===== src/rtl/pzcsa_pkg.sv =====
`timescale 1ns / 1ps

package pzcsa_pkg;

  // sample counts of the start-up phases
  localparam int IDLE_TICKS = 40;
  localparam int CAL_TICKS  = 40;
  localparam int TOTAL_TICKS = IDLE_TICKS + CAL_TICKS;

  // field and state widths
  localparam int SAMPLE_W = 16;
  localparam int TICK_W   = 7;
  localparam int SUM_W    = 22;
  localparam int ROOT_W   = 16;

  // rounded mean: (2 * sum + CAL_TICKS) / (2 * CAL_TICKS)
  localparam int NUM_W   = SUM_W + 1;
  localparam int DEN     = 2 * CAL_TICKS;
  localparam int DREM_W  = (DEN > 2) ? $clog2(DEN) : 1;
  localparam int DCNT_W  = $clog2(NUM_W);
  localparam logic [DREM_W:0] DEN_C = (DREM_W + 1)'(DEN);

  // root: radicand is the difference shifted up by 16, two bits a step
  localparam int RAD_W   = 2 * ROOT_W;
  localparam int SREM_W  = ROOT_W + 1;
  localparam int SCNT_W  = $clog2(ROOT_W);

  typedef logic [TICK_W-1:0]   tick_t;
  typedef logic [SUM_W-1:0]    sum_t;
  typedef logic [SAMPLE_W-1:0] sample_t;
  typedef logic [NUM_W-1:0]    numer_t;

  typedef enum logic [1:0] {
    STATUS_DISCONNECTED = 2'd0,
    STATUS_CALIBRATING  = 2'd1,
    STATUS_VALID        = 2'd2
  } status_t;

endpackage


===== src/rtl/pzcsa_if.sv =====
`timescale 1ns / 1ps

// input channel: one sensor reading per item
interface pzcsa_in_if;
  logic                        valid;
  logic                        ready;
  logic                        sample_valid;
  logic [pzcsa_pkg::SAMPLE_W-1:0] raw_sample;

  modport source (output valid, output sample_valid, output raw_sample, input ready);
  modport sink   (input valid, input sample_valid, input raw_sample, output ready);
endinterface

// output channel: status, airspeed and zero point per item
interface pzcsa_out_if;
  logic                         valid;
  logic                         ready;
  pzcsa_pkg::status_t           status;
  logic [pzcsa_pkg::ROOT_W-1:0]   airspeed;
  logic [pzcsa_pkg::SAMPLE_W-1:0] zero_point_out;

  modport source (output valid, output status, output airspeed, output zero_point_out,
                  input ready);
  modport sink   (input valid, input status, input airspeed, input zero_point_out,
                  output ready);
endinterface


===== src/rtl/pitot_zero_calibrate_sqrt_airspeed_unit.sv =====
// path: failed reads and start-up samples go through the hold state to the output register,
// an airspeed item first runs the two-bit-a-step root loop, and the last
// calibration sample runs the serial mean divider first and then the root loop
// throughput: one item in flight; the next is taken once the result is queued
// reset: synchronous, clears counters, sum and zero point to 0, no item pending
`timescale 1ns / 1ps

module pitot_zero_calibrate_sqrt_airspeed_unit (
  input  logic        clk,
  input  logic        rst,
  pzcsa_in_if.sink    sample,
  pzcsa_out_if.source result
);
  import pzcsa_pkg::*;

  typedef enum logic [1:0] {
    ST_IDLE,
    ST_DIV,
    ST_ROOT,
    ST_HOLD
  } state_t;

  state_t  state;
  tick_t   tick_count;
  sum_t    sample_sum;
  sample_t zero_point;
  sample_t held;
  sum_t    sum_add;
  numer_t  div_numer;
  sample_t root_op;

  logic    div_start;
  logic    div_done;
  sample_t div_quot;
  logic    root_start;
  logic    root_done;
  logic [ROOT_W-1:0] root_val;

  status_t res_status;
  logic [ROOT_W-1:0] res_speed;
  sample_t res_zero;

  logic    out_valid;
  status_t out_status;
  logic [ROOT_W-1:0] out_speed;
  sample_t out_zero;

  // running sum and operands of the serial units
  always_comb begin
    sum_add   = sample_sum + SUM_W'(sample.raw_sample);
    div_numer = {sample_sum, 1'b0} + NUM_W'(CAL_TICKS);
    root_op   = (held > zero_point) ? (held - zero_point) : '0;
  end

  pzcsa_div u_div (
    .clk   (clk),
    .rst   (rst),
    .start (div_start),
    .numer (div_numer),
    .done  (div_done),
    .quot  (div_quot)
  );

  pzcsa_sqrt u_sqrt (
    .clk     (clk),
    .rst     (rst),
    .start   (root_start),
    .operand (root_op),
    .done    (root_done),
    .root    (root_val)
  );

  assign sample.ready          = (state == ST_IDLE);
  assign result.valid          = out_valid;
  assign result.status         = out_status;
  assign result.airspeed       = out_speed;
  assign result.zero_point_out = out_zero;

  // sequencer, calibration state and output register
  always_ff @(posedge clk) begin
    if (rst) begin
      state      <= ST_IDLE;
      tick_count <= '0;
      sample_sum <= '0;
      zero_point <= '0;
      div_start  <= 1'b0;
      root_start <= 1'b0;
      out_valid  <= 1'b0;
    end else begin
      div_start  <= 1'b0;
      root_start <= 1'b0;
      if (out_valid && result.ready) begin
        out_valid <= 1'b0;
      end
      case (state)
        ST_IDLE: begin
          if (sample.valid) begin
            res_speed <= '0;
            res_zero  <= zero_point;
            held      <= sample.raw_sample;
            if (!sample.sample_valid) begin
              res_status <= STATUS_DISCONNECTED;
              state      <= ST_HOLD;
            end else if (tick_count < TICK_W'(IDLE_TICKS)) begin
              tick_count <= tick_count + 1'b1;
              sample_sum <= '0;
              res_status <= STATUS_CALIBRATING;
              state      <= ST_HOLD;
            end else if (tick_count < TICK_W'(TOTAL_TICKS)) begin
              tick_count <= tick_count + 1'b1;
              sample_sum <= sum_add;
              if (tick_count == TICK_W'(TOTAL_TICKS - 1)) begin
                div_start <= 1'b1;
                state     <= ST_DIV;
              end else begin
                res_status <= STATUS_CALIBRATING;
                state      <= ST_HOLD;
              end
            end else begin
              root_start <= 1'b1;
              state      <= ST_ROOT;
            end
          end
        end
        ST_DIV: begin
          if (div_done) begin
            zero_point <= div_quot;
            root_start <= 1'b1;
            state      <= ST_ROOT;
          end
        end
        ST_ROOT: begin
          if (root_done) begin
            res_status <= STATUS_VALID;
            res_speed  <= root_val;
            res_zero   <= zero_point;
            state      <= ST_HOLD;
          end
        end
        ST_HOLD: begin
          if (!out_valid || result.ready) begin
            out_valid  <= 1'b1;
            out_status <= res_status;
            out_speed  <= res_speed;
            out_zero   <= res_zero;
            state      <= ST_IDLE;
          end
        end
        default: begin
          state <= ST_IDLE;
        end
      endcase
    end
  end

  // checks
  a_tick_bound: assert property (@(posedge clk) disable iff (rst)
    tick_count <= TICK_W'(TOTAL_TICKS))
    else $error("tick count beyond end of calibration");

  a_zero_before_cal: assert property (@(posedge clk) disable iff (rst)
    (tick_count < TICK_W'(TOTAL_TICKS)) |-> (zero_point == '0))
    else $error("zero point set before calibration ended");

  a_div_done_state: assert property (@(posedge clk) disable iff (rst)
    div_done |-> (state == ST_DIV))
    else $error("divider finished outside its wait state");

  a_root_done_state: assert property (@(posedge clk) disable iff (rst)
    root_done |-> (state == ST_ROOT))
    else $error("root unit finished outside its wait state");

endmodule


===== src/rtl/pzcsa_div.sv =====
`timescale 1ns / 1ps

module pzcsa_div (
  input  logic                        clk,
  input  logic                        rst,
  input  logic                        start,
  input  pzcsa_pkg::numer_t           numer,
  output logic                        done,
  output logic [pzcsa_pkg::SAMPLE_W-1:0] quot
);
  import pzcsa_pkg::*;

  logic              busy;
  logic [DCNT_W-1:0] cnt;
  numer_t            num;
  logic [DREM_W-1:0] rem;
  logic [DREM_W:0]   acc;
  logic              ge;
  logic [DREM_W:0]   acc_sub;

  // one quotient bit a cycle, restoring against the fixed divisor
  always_comb begin
    acc     = {rem, num[NUM_W-1]};
    ge      = (acc >= DEN_C);
    acc_sub = acc - DEN_C;
  end

  // control
  always_ff @(posedge clk) begin
    if (rst) begin
      busy <= 1'b0;
      done <= 1'b0;
      cnt  <= '0;
    end else begin
      done <= 1'b0;
      if (start) begin
        busy <= 1'b1;
        cnt  <= DCNT_W'(NUM_W - 1);
      end else if (busy) begin
        if (cnt == '0) begin
          busy <= 1'b0;
          done <= 1'b1;
        end else begin
          cnt <= cnt - 1'b1;
        end
      end
    end
  end

  // shift registers of numerator, remainder and quotient
  always_ff @(posedge clk) begin
    if (start) begin
      num <= numer;
      rem <= '0;
    end else if (busy) begin
      num  <= {num[NUM_W-2:0], 1'b0};
      rem  <= ge ? acc_sub[DREM_W-1:0] : acc[DREM_W-1:0];
      quot <= {quot[SAMPLE_W-2:0], ge};
    end
  end

endmodule


===== src/rtl/pzcsa_sqrt.sv =====
`timescale 1ns / 1ps

module pzcsa_sqrt (
  input  logic                        clk,
  input  logic                        rst,
  input  logic                        start,
  input  pzcsa_pkg::sample_t          operand,
  output logic                        done,
  output logic [pzcsa_pkg::ROOT_W-1:0] root
);
  import pzcsa_pkg::*;

  logic              busy;
  logic [SCNT_W-1:0] cnt;
  logic [RAD_W-1:0]  rad;
  logic [SREM_W-1:0] rem;
  logic [SREM_W+1:0] acc;
  logic [SREM_W+1:0] trial;
  logic              ge;
  logic [SREM_W+1:0] acc_sub;

  // one root bit a cycle from the next two radicand bits
  always_comb begin
    acc     = {rem, rad[RAD_W-1 -: 2]};
    trial   = {1'b0, root, 2'b01};
    ge      = (acc >= trial);
    acc_sub = acc - trial;
  end

  // control
  always_ff @(posedge clk) begin
    if (rst) begin
      busy <= 1'b0;
      done <= 1'b0;
      cnt  <= '0;
    end else begin
      done <= 1'b0;
      if (start) begin
        busy <= 1'b1;
        cnt  <= SCNT_W'(ROOT_W - 1);
      end else if (busy) begin
        if (cnt == '0) begin
          busy <= 1'b0;
          done <= 1'b1;
        end else begin
          cnt <= cnt - 1'b1;
        end
      end
    end
  end

  // radicand, partial remainder and root
  always_ff @(posedge clk) begin
    if (start) begin
      rad  <= {operand, {(RAD_W - SAMPLE_W){1'b0}}};
      rem  <= '0;
      root <= '0;
    end else if (busy) begin
      rad  <= {rad[RAD_W-3:0], 2'b00};
      rem  <= ge ? acc_sub[SREM_W-1:0] : acc[SREM_W-1:0];
      root <= {root[ROOT_W-2:0], ge};
    end
  end

endmodule

===== src/flat_wrapper.sv =====
// flat-port wrapper written by rule: the top's interface ports become plain ports
module pitot_zero_calibrate_sqrt_airspeed_unit_flat import pzcsa_pkg::*;
  (clk, rst, sample_valid, sample_sample_valid, sample_raw_sample, sample_ready, result_valid, result_status, result_airspeed, result_zero_point_out, result_ready);
  pzcsa_in_if sample_i ();
  pzcsa_out_if result_i ();
  input  logic clk;
  input  logic rst;
  input wire logic [$bits(sample_i.valid)-1:0] sample_valid;
  input wire logic [$bits(sample_i.sample_valid)-1:0] sample_sample_valid;
  input wire logic [$bits(sample_i.raw_sample)-1:0] sample_raw_sample;
  output wire logic [$bits(sample_i.ready)-1:0] sample_ready;
  output wire logic [$bits(result_i.valid)-1:0] result_valid;
  output wire logic [$bits(result_i.status)-1:0] result_status;
  output wire logic [$bits(result_i.airspeed)-1:0] result_airspeed;
  output wire logic [$bits(result_i.zero_point_out)-1:0] result_zero_point_out;
  input wire logic [$bits(result_i.ready)-1:0] result_ready;
  assign sample_i.valid = sample_valid;
  assign sample_i.sample_valid = sample_sample_valid;
  assign sample_i.raw_sample = sample_raw_sample;
  assign sample_ready = sample_i.ready;
  assign result_valid = result_i.valid;
  assign result_status = result_i.status;
  assign result_airspeed = result_i.airspeed;
  assign result_zero_point_out = result_i.zero_point_out;
  assign result_i.ready = result_ready;
  pitot_zero_calibrate_sqrt_airspeed_unit u_core (.clk(clk), .rst(rst), .sample(sample_i), .result(result_i));
endmodule

===== config.mk =====
export PLATFORM = sky130hd
export DESIGN_NAME = pitot_zero_calibrate_sqrt_airspeed_unit_flat
export DESIGN_NICKNAME = d
export VERILOG_FILES = /design/src/rtl/pzcsa_pkg.sv /design/src/rtl/pzcsa_if.sv /design/src/rtl/pitot_zero_calibrate_sqrt_airspeed_unit.sv /design/src/rtl/pzcsa_div.sv /design/src/rtl/pzcsa_sqrt.sv /design/src/flat_wrapper.sv
export SDC_FILE = /design/constraint.sdc
export NUM_CORES = 1
export LEC_CHECK = 0
export BUFFER_PORTS_ARGS = -buffer_cell sky130_fd_sc_hd__buf_2
export CORE_MARGIN = 2
export CORE_UTILIZATION = 55
export DETAILED_ROUTE_END_ITERATION = 8
export PLACE_DENSITY = 0.76
export REMOVE_ABC_BUFFERS = 1
export SLEW_MARGIN = 20
export SYNTH_ARGS = -nofsm -noshare
export SYNTH_HDL_FRONTEND = slang
export SYNTH_SLANG_ARGS = --single-unit

===== constraint.sdc =====
create_clock -name clk -period 5.8 [get_ports clk]
set_input_delay 0.87 -clock clk [delete_from_list [all_inputs] [get_ports clk]]
set_output_delay 0.87 -clock clk [all_outputs]
set_load 0.01 [all_outputs]

==> metrics.md, run 1 <==
| Metric | Value |
|---|---|
| Max Cap Viol | `0` |
| Share of synthesized registers carrying an async set or reset | `0%` |
| Post-synthesis cell area | `0.01162 sq mm` |
| Routed length per instance | `16.09 um` |
| Root Buffer Master | `clkbuf_16` |
| TritonCTS Buffers | `26` |
| Rows | `53` |
| Die H | `149.3 um` |
| Drt first-iter violations | `673` |
| Setup bufs post-CTS | `0` |
| P&R area growth vs syn | `11.01%` |
| Clk_skew | `11.07 ps` |
| First-pass GRT wire length | `38.10 mm` |
| Status | `complete, no violations` |
| Reg-to-Reg End | `u_core.u_sqrt.rad[26]` |
| IO Port Bufs | `56` |
| Final hold viol count | `0` |
| Setup crit start | `u_core.held[0]` |
| GRT Total Usage | `20.93%` |
| Syn avg cell area | `10.50 sq um` |
| Synth cell types | `76` |
| Pwr/cell area | `335.8 mW/mm^2` |
| GR Overflow Total | `0` |
| RSZ-0062 raised after global routing | `no` |
| Vias per std cell | `5.678` |
| CP arrival | `3500 ps` |
| Worst Reg-to-Reg Cells | `10` |
| GP Congestion | `0.8664` |
| Setup TNS | `0 ps` |
| Final Setup Violations | `0` |
| CP Class | `reg -> reg` |
| Register-to-register setup slack | `2650 ps` |
| Detailed Routing Iterations Pass 1 | `5` |
| # IOs | `57` |
| CTS tree | `done` |
| Top FF cell, synth | `edfxtp_1` |
| Worst R2R Start | `u_core.held[0]` |
| Worst Setup End Kind | `register` |
| Hold Crit Class | `reg -> reg` |
| Max Freq | `317.3 MHz` |
| DRC | `0` |
| Largest net degree at the start of global routing | `56` |
| Crit-path max FO | `16` |
| Tightest Pin Transition | `1018 ps` |
| Routed Antenna Nets | `0` |
| CTS max path bufs | `3` |
| Clock latency on the worst-skew pair | `530 ps` |
| Crit path to | `u_core.u_sqrt.rad[26]` |
| Post-DP HPWL | `16.14 mm` |
| Final Max Tran Viols | `0` |
| Synth warn | `0` |
| LEAKAGE | `4.775 nW` |
| Crit path time final | `3152 ps` |
| Vias | `8239` |
| Share of the yosys chip area belonging to registers | `53.41%` |
| Largest regs | `u_core.sample_sum: 22 flops, u_core.u_div.num: 22 flops, u_core.u_sqrt.rem: 17 flops` |
| # hold bufs at CTS | `0` |
| Core area | `0.02089 sq mm` |
| Post-Layout Cell Count | `1451` |
| Initial Util | `55.62%` |
| H-Tree Level Count | `1` |
| Max-slew headroom | `31.76%` |
| Number of synthesized flops with an enable pin | `138` |
| Die X | `149.3 um` |
| Number of global-route vias before repair | `7764` |
| Worst endpoint required time | `6150 ps` |
| CTS Sinks | `241` |
| Nets | `1239` |
| Initial antenna violation count | `1` |
| Dpl cells | `1402` |
| Layout cells sized above 1 | `10.64%` |
| Clock transition at path regs | `60 ps` |
| Die ar. | `0.02230 sq mm` |
| Peak supply drop | `0.2181 mV` |
| Post-CTS sizing | `0` |
| Total wire length | `23.34 mm` |
| Mapped Cells | `1107` |
| Crit path launch type | `register` |
| Commonest non-fill, non-tap cell in the layout | `edfxtp_1` |
| FF+latch count, synth | `241` |
| Most frequent cells in the layout | `138 x edfxtp_1, 126 x nor2_1, 102 x dfxtp_1` |
| Final Cycle Share | `54.34%` |
==> stage by stage <==
stage	util [%]	worst slack [ps]	total power [mW]	instance area (sq um)	hold slack, ps
finish	61.74	2648	4.331	12900	413.4
global route	61.74	2448	4.519	12900	422.0
CTS	61.72	2680	4.363	12890	418.3
detailed placement	57.84	2475	2.815	12080	404.5
global placement	57.84	2622	2.788	12080	400.9
floorplan	-	1827	2.607	11400	400.3
==> where the power goes <==
part           switching, mW  internal, mW  total (mW)  leakage, nW
Clock                  0.649         0.896        1.55        0.401
Sequential            0.0548          1.96        2.01         2.11
Combinational          0.483         0.291       0.774         2.27
==> cells by family (layout without fill, tap and decap cells) <==
| kind of cell | Yosys count | after routing | synth area share (%) |
|---|---|---|---|
| mux | 37 | 37 | 3.241 |
| compound gates | 252 | 252 | 14.06 |
| other cells | 0 | 1 | 0 |
| xor+xnor | 63 | 63 | 4.749 |
| simple gates | 331 | 331 | 13.21 |
| fa+ha+maj | 63 | 63 | 6.914 |
| flops | 241 | 241 | 53.41 |
| buf+inv | 120 | 188 | 4.404 |
==> layer usage <==
metal | global-route usage, % | vias to the layer above | routed length (um)
met3 | 3.180 | 44 | 1172
met1 | 28.31 | 3896 | 10520
li1 | - | 4076 | -
met5 | 0 | - | 0
met4 | 6.714 | 0 | 566
met2 | 34.72 | 223 | 11080
==> layout make-up <==
cell class	instances	area [sq um]
multi-input cells	746	4913
inverters	78	292.8
diodes	1	2.502
clock inverters	9	58.81
well taps	275	344.1
clock buffers	39	750.7
flip-flops and latches	241	6210
fillers	1673	7991
repair buffers	62	325.3
==> worst min path at each step <==
stage | from | endpoint | slack (ps) | cells after the start
floorplan | u_core.res_speed[0] | u_core.result.airspeed[0] | 400 | 0
global placement | u_core.res_speed[13] | u_core.result.airspeed[13] | 400 | 0
detailed placement | u_core.res_speed[7] | u_core.result.airspeed[7] | 400 | 0
CTS | u_core.res_zero[5] | u_core.result.zero_point_out[5] | 420 | 0
global route | u_core.res_zero[7] | u_core.result.zero_point_out[7] | 420 | 0
finish | u_core.res_speed[4] | u_core.result.airspeed[4] | 410 | 0
==> synth_stat cells (8+ instances only) <==
library cell | number | area [sq um]
nor3_1 | 15 | 75.07
o21ai_0 | 34 | 170.2
xor2_1 | 18 | 157.7
nor2_1 | 126 | 473.0
inv_1 | 77 | 289.0
mux2i_1 | 32 | 320.3
dfxtp_1 | 103 | 2062
nand3_1 | 15 | 75.07
a211oi_1 | 17 | 127.6
a21oi_1 | 86 | 430.4
a21o_1 | 14 | 105.1
nand2b_1 | 11 | 68.82
a31oi_1 | 8 | 50.05
o22ai_1 | 15 | 93.84
nand4_1 | 13 | 81.33
ha_1 | 61 | 763.2
clkbuf_1 | 25 | 93.84
nor2b_1 | 11 | 68.82
nand2_1 | 93 | 349.1
xnor2_1 | 45 | 394.1
edfxtp_1 | 138 | 4144
o21a_1 | 11 | 82.58
==> worst max-delay path, stage by stage (launching register included) <==
cell       delay [ps]
edfxtp_1          320
inv_1              50
ha_1              220
fa_1              400
and2b_1           220
o2111ai_1         120
a31oi_1           420
o21a_1            200
nor4_1             60
or3_1             610
o32ai_1           350
No activity file was read; power rests on OpenSTA's default activity.
==> run 2, diff against run 1 <==
Clock period 5.8 ns to 3 ns, I/O delays scaled along.
==> metrics.md, run 2 (same netlist as run 1, synthesis figures left out) <==
| Metric | Value |
|---|---|
| Reg-to-Reg End | `u_core.u_sqrt.rad[18] (was u_core.u_sqrt.rad[26])` |
| Hold Path Cell Cnt | `1 (was 0)` |
| Max stage delay cell, worst path | `or3_1 (unchanged)` |
| Cell Int Power | `6.171 mW (was 3.145 mW)` |
| First-pass GRT wire length | `38.66 mm (was 38.10 mm)` |
| Layout cells sized above 1 | `11.88% (was 10.64%)` |
| CTS tree | `done (unchanged)` |
| CP Cell Sequence | `inv_1, ha_1, fa_1, and2b_1, o2111ai_1, a31oi_1, o21a_1, nor4_1, or3_1, buf_4, o22ai_1 (was inv_1, ha_1, fa_1, and2b_1, o2111ai_1, a31oi_1, o21a_1, nor4_1, or3_1, o32ai_1)` |
| Largest net degree at the start of global routing | `51 (was 56)` |
| Die H | `149.3 um (unchanged)` |
| Post-CTS sizing | `0 (unchanged)` |
| Worst R2R Start | `u_core.held[0] (unchanged)` |
| Commonest non-fill, non-tap cell in the layout | `edfxtp_1 (unchanged)` |
| Max-slew headroom | `41.68% (was 31.76%)` |
| # IOs | `57 (unchanged)` |
| Crit path time final | `2811 ps (was 3152 ps)` |
| Post-DP HPWL | `16.34 mm (was 16.14 mm)` |
| # hold bufs at CTS | `0 (unchanged)` |
| Crit path launch type | `register (unchanged)` |
| Rows | `53 (unchanged)` |
| Switching pwr | `2.295 mW (was 1.186 mW)` |
| GR Overflow Total | `0 (unchanged)` |
| Initial antenna violation count | `1 (unchanged)` |
| Clock transition at path regs | `60 ps (about the same)` |
| Number of global-route vias before repair | `7827 (was 7764)` |
| Nets | `1252 (was 1239)` |
| Status | `complete, no violations (unchanged)` |
| GRT Total Usage | `21.28% (was 20.93%)` |
| P&R area growth vs syn | `11.99% (was 11.01%)` |
| Dpl cells | `1416 (was 1402)` |
| Final hold viol count | `0 (unchanged)` |
| WHS Endpoint | `u_core.held[3] (was u_core.result.airspeed[4])` |
| Sw Ratio | `27.11% (was 27.39%)` |
| Final Max Tran Viols | `0 (unchanged)` |
| Top delay family on crit path | `simple AND/OR/NAND/NOR gates (was compound AO/OA/AOI/OAI gates)` |
| Clk_skew | `15.43 ps (was 11.07 ps)` |
| RSZ-0062 raised after global routing | `no (unchanged)` |
| Initial Util | `55.62% (unchanged)` |
| Post-layout total power | `8.466 mW (was 4.331 mW)` |
| LEAKAGE | `4.841 nW (was 4.775 nW)` |
| Core area | `0.02089 sq mm (unchanged)` |
| Post-Layout Cell Count | `1463 (was 1451)` |
| Clock power frac | `36.2% (was 35.7%)` |
| Max Freq | `355.8 MHz (was 317.3 MHz)` |
| Peak supply drop | `0.5906 mV (was 0.2181 mV)` |
| Routed length per instance | `16.03 um (was 16.09 um)` |
| Hold Crit Class | `in -> reg (was reg -> reg)` |
| IO Port Bufs | `56 (unchanged)` |
| CP Class | `reg -> reg (unchanged)` |
| GP Congestion | `0.8807 (was 0.8664)` |
| TritonCTS Buffers | `25 (was 26)` |
| Worst Reg-to-Reg Cells | `11 (was 10)` |
| Most frequent cells in the layout | `138 x edfxtp_1, 126 x nor2_1, 102 x dfxtp_1 (unchanged)` |
| Setup bufs post-CTS | `0 (unchanged)` |
| Max Cap Viol | `0 (unchanged)` |
| Vias per std cell | `5.580 (was 5.678)` |
| Routed Antenna Nets | `0 (unchanged)` |
| Vias | `8164 (was 8239)` |
| Setup TNS | `0 ps (unchanged)` |
| Worst Setup End Kind | `register (unchanged)` |
| CTS Sinks | `241 (unchanged)` |
| Finished Core Util | `62.29% (was 61.74%)` |
| Die X | `149.3 um (unchanged)` |
| Die ar. | `0.02230 sq mm (unchanged)` |
| Root Buffer Master | `clkbuf_16 (unchanged)` |
| Hold Path Origin | `sample_raw_sample[3] (was u_core.res_speed[4])` |
| CP arrival | `3160 ps (was 3500 ps)` |
| Tightest Pin Transition | `863.4 ps (was 1018 ps)` |
| Crit-path max FO | `9 (was 16)` |
| Clock latency on the worst-skew pair | `520 ps (was 530 ps)` |
| DRC | `0 (unchanged)` |
| Worst endpoint required time | `3350 ps (was 6150 ps)` |
| Final Setup Violations | `0 (unchanged)` |
| Crit path buf inv count | `2 (was 1)` |
| Crit-path max cell delay | `480 ps (was 610 ps)` |
| Pwr/cell area | `650.7 mW/mm^2 (was 335.8 mW/mm^2)` |
| Total wire length | `23.46 mm (was 23.34 mm)` |
| Final Cycle Share | `93.69% (was 54.34%)` |
| Largest regs | `u_core.sample_sum: 22 flops, u_core.u_div.num: 22 flops, u_core.u_sqrt.rem: 17 flops (unchanged)` |
| Part of the power in registers | `46.0% (was 46.5%)` |
| Register-to-register setup slack | `190 ps (was 2650 ps)` |
| Drt first-iter violations | `496 (was 673)` |
| H-Tree Level Count | `1 (unchanged)` |
| CTS max path bufs | `3 (unchanged)` |
| WHS | `126.8 ps (was 413.4 ps)` |
| Combinational Power Share | `17.8% (was 17.9%)` |
| Detailed Routing Iterations Pass 1 | `7 (was 5)` |
[run 2: worst reg2reg max path: cells and delay by family, from the launching register on]
family	cells	cell delay (ps)
AOI/OAI and AO/OA	4	680
buffers and inverters	2	260
and+or+nand+nor	3	760
DFF	1	320
adders and majority gates	2	620
[run 2: worst max path at each step]
| stage | start | to | cells past startpoint |
|---|---|---|---|
| after floorplan | u_core.state[0] | u_core.res_status[0] | 6 |
| after global placement | u_core.held[0] | u_core.u_sqrt.rad[19] | 11 |
| after detailed placement | sample_raw_sample[0] | u_core.sample_sum[14] | 11 |
| after CTS | u_core.held[0] | u_core.u_sqrt.rad[18] | 11 |
| after global routing | u_core.held[0] | u_core.u_sqrt.rad[18] | 11 |
| final | u_core.held[0] | u_core.u_sqrt.rad[18] | 11 |
[run 2: layer usage]
metal | share of wire, % | GRT usage [%] | up-vias
met1 | 46 | 28.95 | 3888
li1 | - | - | 4101
met5 | 0 | 0 | -
met3 | 4.2 | 2.997 | 27
met4 | 1.9 | 5.333 | 0
met2 | 48 | 36.03 | 148
[run 2: final cells by class]
type | instances | area, sq um
antenna | 1 | 2.502
clock buffer | 32 | 691.9
clock inverter | 14 | 131.4
fill | 1715 | 7878
inverter | 78 | 292.8
multi-input combinational | 746 | 4911
sequential | 241 | 6207
tap | 275 | 344.1
timing repair buffer | 76 | 430.4
[run 2: power by group through the flow]
stage                     Clock, mW  Combinational, mW  Sequential [mW]
final                          3.06               1.51             3.89
after floorplan                   0               1.09             3.95
after global routing           3.25               1.68             3.91
after detailed placement          0               1.49             3.96
after global placement            0               1.46             3.95
after CTS                      3.12               1.51             3.89
[run 2: per-stage QoR]
step                      worst slack, ps  area (sq um)
after detailed placement            206.4         12190
after global routing                61.99         13010
final                               189.3         13010
after CTS                           192.1         13010
after global placement              296.6         12190
after floorplan                    -973.2         11400
==> run 3, diff against run 2 <==
Settings changed: ABC_AREA set to 1.
==> metrics.md, run 3 <==
| Metric | Value |
|---|---|
| Status | `complete, no violations (unchanged)` |
| Top FF cell, synth | `edfxtp_1 (unchanged)` |
| Multi-input gate area | `0.005101 sq mm (was 0.004911 sq mm)` |
| Crit-path max cell delay | `400 ps (was 480 ps)` |
| Hold Crit Class | `in -> reg (unchanged)` |
| DRC | `0 (unchanged)` |
| Worst R2R Start | `u_core.held[11] (was u_core.held[0])` |
| Worst endpoint required time | `3240 ps (was 3350 ps)` |
| Max stage delay cell, worst path | `a21boi_0 (was or3_1)` |
| Drt first-iter violations | `797 (was 496)` |
| Pwr/cell area | `601.7 mW/mm^2 (was 650.7 mW/mm^2)` |
| Top-area cell type share of the netlist area | `34.11% (was 35.67%)` |
| Post-layout total power | `8.148 mW (was 8.466 mW)` |
| Largest regs | `u_core.sample_sum: 22 flops, u_core.u_div.num: 22 flops, u_core.u_sqrt.rem: 17 flops (unchanged)` |
| Register area | `0.006206 sq mm (was 0.006207 sq mm)` |
| Synth Area in Adders | `6.611% (was 6.914%)` |
| Tightest Pin Transition | `998.5 ps (was 863.4 ps)` |
| TritonCTS Buffers | `25 (unchanged)` |
| Most frequent cell after synthesis | `nand2_1 (was edfxtp_1)` |
| Max Cap Viol | `0 (unchanged)` |
| H-Tree Level Count | `1 (unchanged)` |
| Core area | `0.02176 sq mm (was 0.02089 sq mm)` |
| GRT Total Usage | `22.84% (was 21.28%)` |
| Final worst slack | `552.3 ps (was 189.3 ps)` |
| Post-synthesis cell area | `0.01215 sq mm (was 0.01162 sq mm)` |
| Synth warn | `0 (unchanged)` |
| Rows | `54 (was 53)` |
| Post-synth top cells | `351 x nand2_1, 179 x inv_1, 138 x edfxtp_1 (was 138 x edfxtp_1, 126 x nor2_1, 103 x dfxtp_1)` |
| Mapped Cells | `1403 (was 1107)` |
| Final Max Tran Viols | `0 (unchanged)` |
| CP Cell Sequence | `ha_1, a21oi_1, a21boi_0, nor2_1, nor2_1, nand2_1, nand2_1, o21ai_0 (was inv_1, ha_1, fa_1, and2b_1, o2111ai_1, a31oi_1, o21a_1, nor4_1, or3_1, buf_4, o22ai_1)` |
| Worst Setup End Kind | `register (unchanged)` |
| Most frequent cells in the layout | `351 x nand2_1, 178 x inv_1, 138 x edfxtp_1 (was 138 x edfxtp_1, 126 x nor2_1, 102 x dfxtp_1)` |
| Layout cells sized above 1 | `10.16% (was 11.88%)` |
| Crit path time final | `2448 ps (was 2811 ps)` |
| Post-DP HPWL | `19.90 mm (was 16.34 mm)` |
| Die X | `152.6 um (was 149.3 um)` |
| Final Setup Violations | `0 (unchanged)` |
| Root Buffer Master | `clkbuf_16 (unchanged)` |
| FF+latch count, synth | `241 (unchanged)` |
| Routed length per instance | `15.34 um (was 16.03 um)` |
| CTS tree | `done (unchanged)` |
| Die H | `152.6 um (was 149.3 um)` |
| Crit path launch type | `register (unchanged)` |
| Number of global-route vias before repair | `9169 (was 7827)` |
| Vias | `9646 (was 8164)` |
| Synth Area in Simple Gates | `22.83% (was 13.21%)` |
| IO Port Bufs | `56 (unchanged)` |
| Hold Path Cell Cnt | `1 (unchanged)` |
| Clock latency on the worst-skew pair | `520 ps (about the same)` |
| LEAKAGE | `5.873 nW (was 4.841 nW)` |
| WHS Endpoint | `u_core.held[2] (was u_core.held[3])` |
| Detailed Routing Iterations Pass 1 | `5 (was 7)` |
| # hold bufs at CTS | `0 (unchanged)` |
| Reg-to-Reg End | `u_core.u_sqrt.rad[24] (was u_core.u_sqrt.rad[18])` |
| P&R area growth vs syn | `11.46% (was 11.99%)` |
| Clock transition at path regs | `60 ps (about the same)` |
| Initial Util | `55.85% (was 55.62%)` |
| Design area | `0.01354 sq mm (was 0.01301 sq mm)` |
| # fillers | `1828 (was 1715)` |
| Largest net degree at the start of global routing | `35 (was 51)` |
| Initial antenna violation count | `0 (was 1)` |
| Vias per std cell | `5.462 (was 5.580)` |
| Register-to-register setup slack | `550 ps (was 190 ps)` |
| Pre-CTS WS | `621.9 ps (was 206.4 ps)` |
| Peak supply drop | `0.3849 mV (was 0.5906 mV)` |
| Top delay family on crit path | `compound AO/OA/AOI/OAI gates (was simple AND/OR/NAND/NOR gates)` |
| CTS max path bufs | `3 (unchanged)` |
| First-pass GRT wire length | `44.35 mm (was 38.66 mm)` |
| RSZ-0062 raised after global routing | `no (unchanged)` |
| Crit path buf inv count | `0 (was 2)` |
| Commonest non-fill, non-tap cell in the layout | `nand2_1 (was edfxtp_1)` |
| CP arrival | `2690 ps (was 3160 ps)` |
| CP Class | `reg -> reg (unchanged)` |
| Share of synthesized registers carrying an async set or reset | `0% (unchanged)` |
| Number of synthesized flops with an enable pin | `138 (unchanged)` |
| Dpl cells | `1721 (was 1416)` |
| Mux contribution to synthesized area | `0% (was 3.241%)` |
| Synth cell types | `52 (was 76)` |
| Largest family of logic cells by synthesized area | `simple AND/OR/NAND/NOR gates (was compound AO/OA/AOI/OAI gates)` |
| Max Freq | `408.6 MHz (was 355.8 MHz)` |
| Share of the yosys chip area belonging to registers | `51.08% (was 53.41%)` |
| CTS Sinks | `241 (unchanged)` |
| Post-Synth XOR/XNOR Area | `2.018% (was 4.749%)` |
| Post-Layout Cell Count | `1766 (was 1463)` |
| Final Cycle Share | `81.59% (was 93.69%)` |
| Total wire length | `27.08 mm (was 23.46 mm)` |
| Hold Path Origin | `sample_raw_sample[2] (was sample_raw_sample[3])` |
| Nets | `1552 (was 1252)` |
| Routed Antenna Nets | `0 (unchanged)` |
| GP Congestion | `0.9517 (was 0.8807)` |
| Die ar. | `0.02330 sq mm (was 0.02230 sq mm)` |
| Post-CTS sizing | `0 (unchanged)` |
| ANT cells | `0 (was 1)` |
| Clk_skew | `21.29 ps (was 15.43 ps)` |
| Final hold viol count | `0 (unchanged)` |
| Syn avg cell area | `8.660 sq um (was 10.50 sq um)` |
| Synth area leaders | `edfxtp_1 34%, dfxtp_1 17%, nand2_1 11%, ha_1 6.3%, inv_1 5.5% (was edfxtp_1 36%, dfxtp_1 18%, ha_1 6.6%, nor2_1 4.1%, a21oi_1 3.7%)` |
| Post-place instance area | `0.01273 sq mm (was 0.01219 sq mm)` |
| Max-slew headroom | `33.28% (was 41.68%)` |
| Worst Reg-to-Reg Cells | `8 (was 11)` |
| Setup bufs post-CTS | `0 (unchanged)` |
| Compound-Gate Fraction of Synth Area | `10.42% (was 14.06%)` |
| GR Overflow Total | `0 (unchanged)` |
| # IOs | `57 (unchanged)` |
| Crit-path max FO | `11 (was 9)` |
| Yosys top cell by area | `edfxtp_1 (unchanged)` |
-- run 3: layout make-up --
cell class / count / area share (%)
flip-flops and latches: 241 / 45.82
multi-input cells: 947 / 37.67
inverters: 183 / 5.091
clock buffers: 34 / 4.943
repair buffers: 70 / 2.846
well taps: 280 / 2.587
clock inverters: 11 / 1.044
-- run 3: report_power, final --
| group | internal (mW) | switching (mW) | total (mW) |
|---|---|---|---|
| Clock | 1.82 | 1.24 | 3.06 |
| Sequential | 3.83 | 0.103 | 3.94 |
| Combinational | 0.377 | 0.771 | 1.15 |
-- run 3: routing by layer --
metal	share of wire [%]	track usage (%)	wire length (um)	vias to the layer above
li1	-	-	-	4830
met1	45	30.87	12320	4493
met2	46	38.20	12590	269
met3	5.4	3.385	1475	54
met4	2.6	7.143	704	0
met5	0	0	0	-
-- run 3: worst max-delay path by stage --
stage | start | to | slack (ps) | cells after the start
after floorplan | u_core.state[0] | u_core.res_status[0] | -990 | 5
after global placement | u_core.held[11] | u_core.u_sqrt.rad[24] | 680 | 8
after detailed placement | u_core.held[11] | u_core.u_sqrt.rad[24] | 620 | 8
after CTS | u_core.held[11] | u_core.u_sqrt.rad[24] | 610 | 8
after global routing | u_core.zero_point[11] | u_core.u_sqrt.rad[24] | 370 | 9
final | u_core.held[11] | u_core.u_sqrt.rad[24] | 550 | 8
-- run 3: through the flow --
stage / utilization, % / hold slack, ps / setup TNS (ps)
6_report: 62.25 / 156.0 / 0
3_3_place_gp: 58.52 / 401.1 / 0
5_1_grt: 62.25 / 145.1 / 0
3_5_place_dp: 58.52 / 404.5 / 0
2_1_floorplan: - / 400.3 / -24470
4_1_cts: 62.25 / 145.1 / 0
-- run 3: kinds of logic after synthesis --
family                     count (synthesis)
AOI/OAI and AO/OA                        225
xor gates and xnor gates                  28
adders and majority gates                 63
buffers and inverters                    215
DFF                                      241
and+or+nand+nor                          631
-- run 3: worst reg2reg max path: stages (launching register included) --
cell and delay [ps]:
edfxtp_1 380, ha_1 380, a21oi_1 250, a21boi_0 400, nor2_1 70, nor2_1 180
nand2_1 80, nand2_1 300, o21ai_0 150
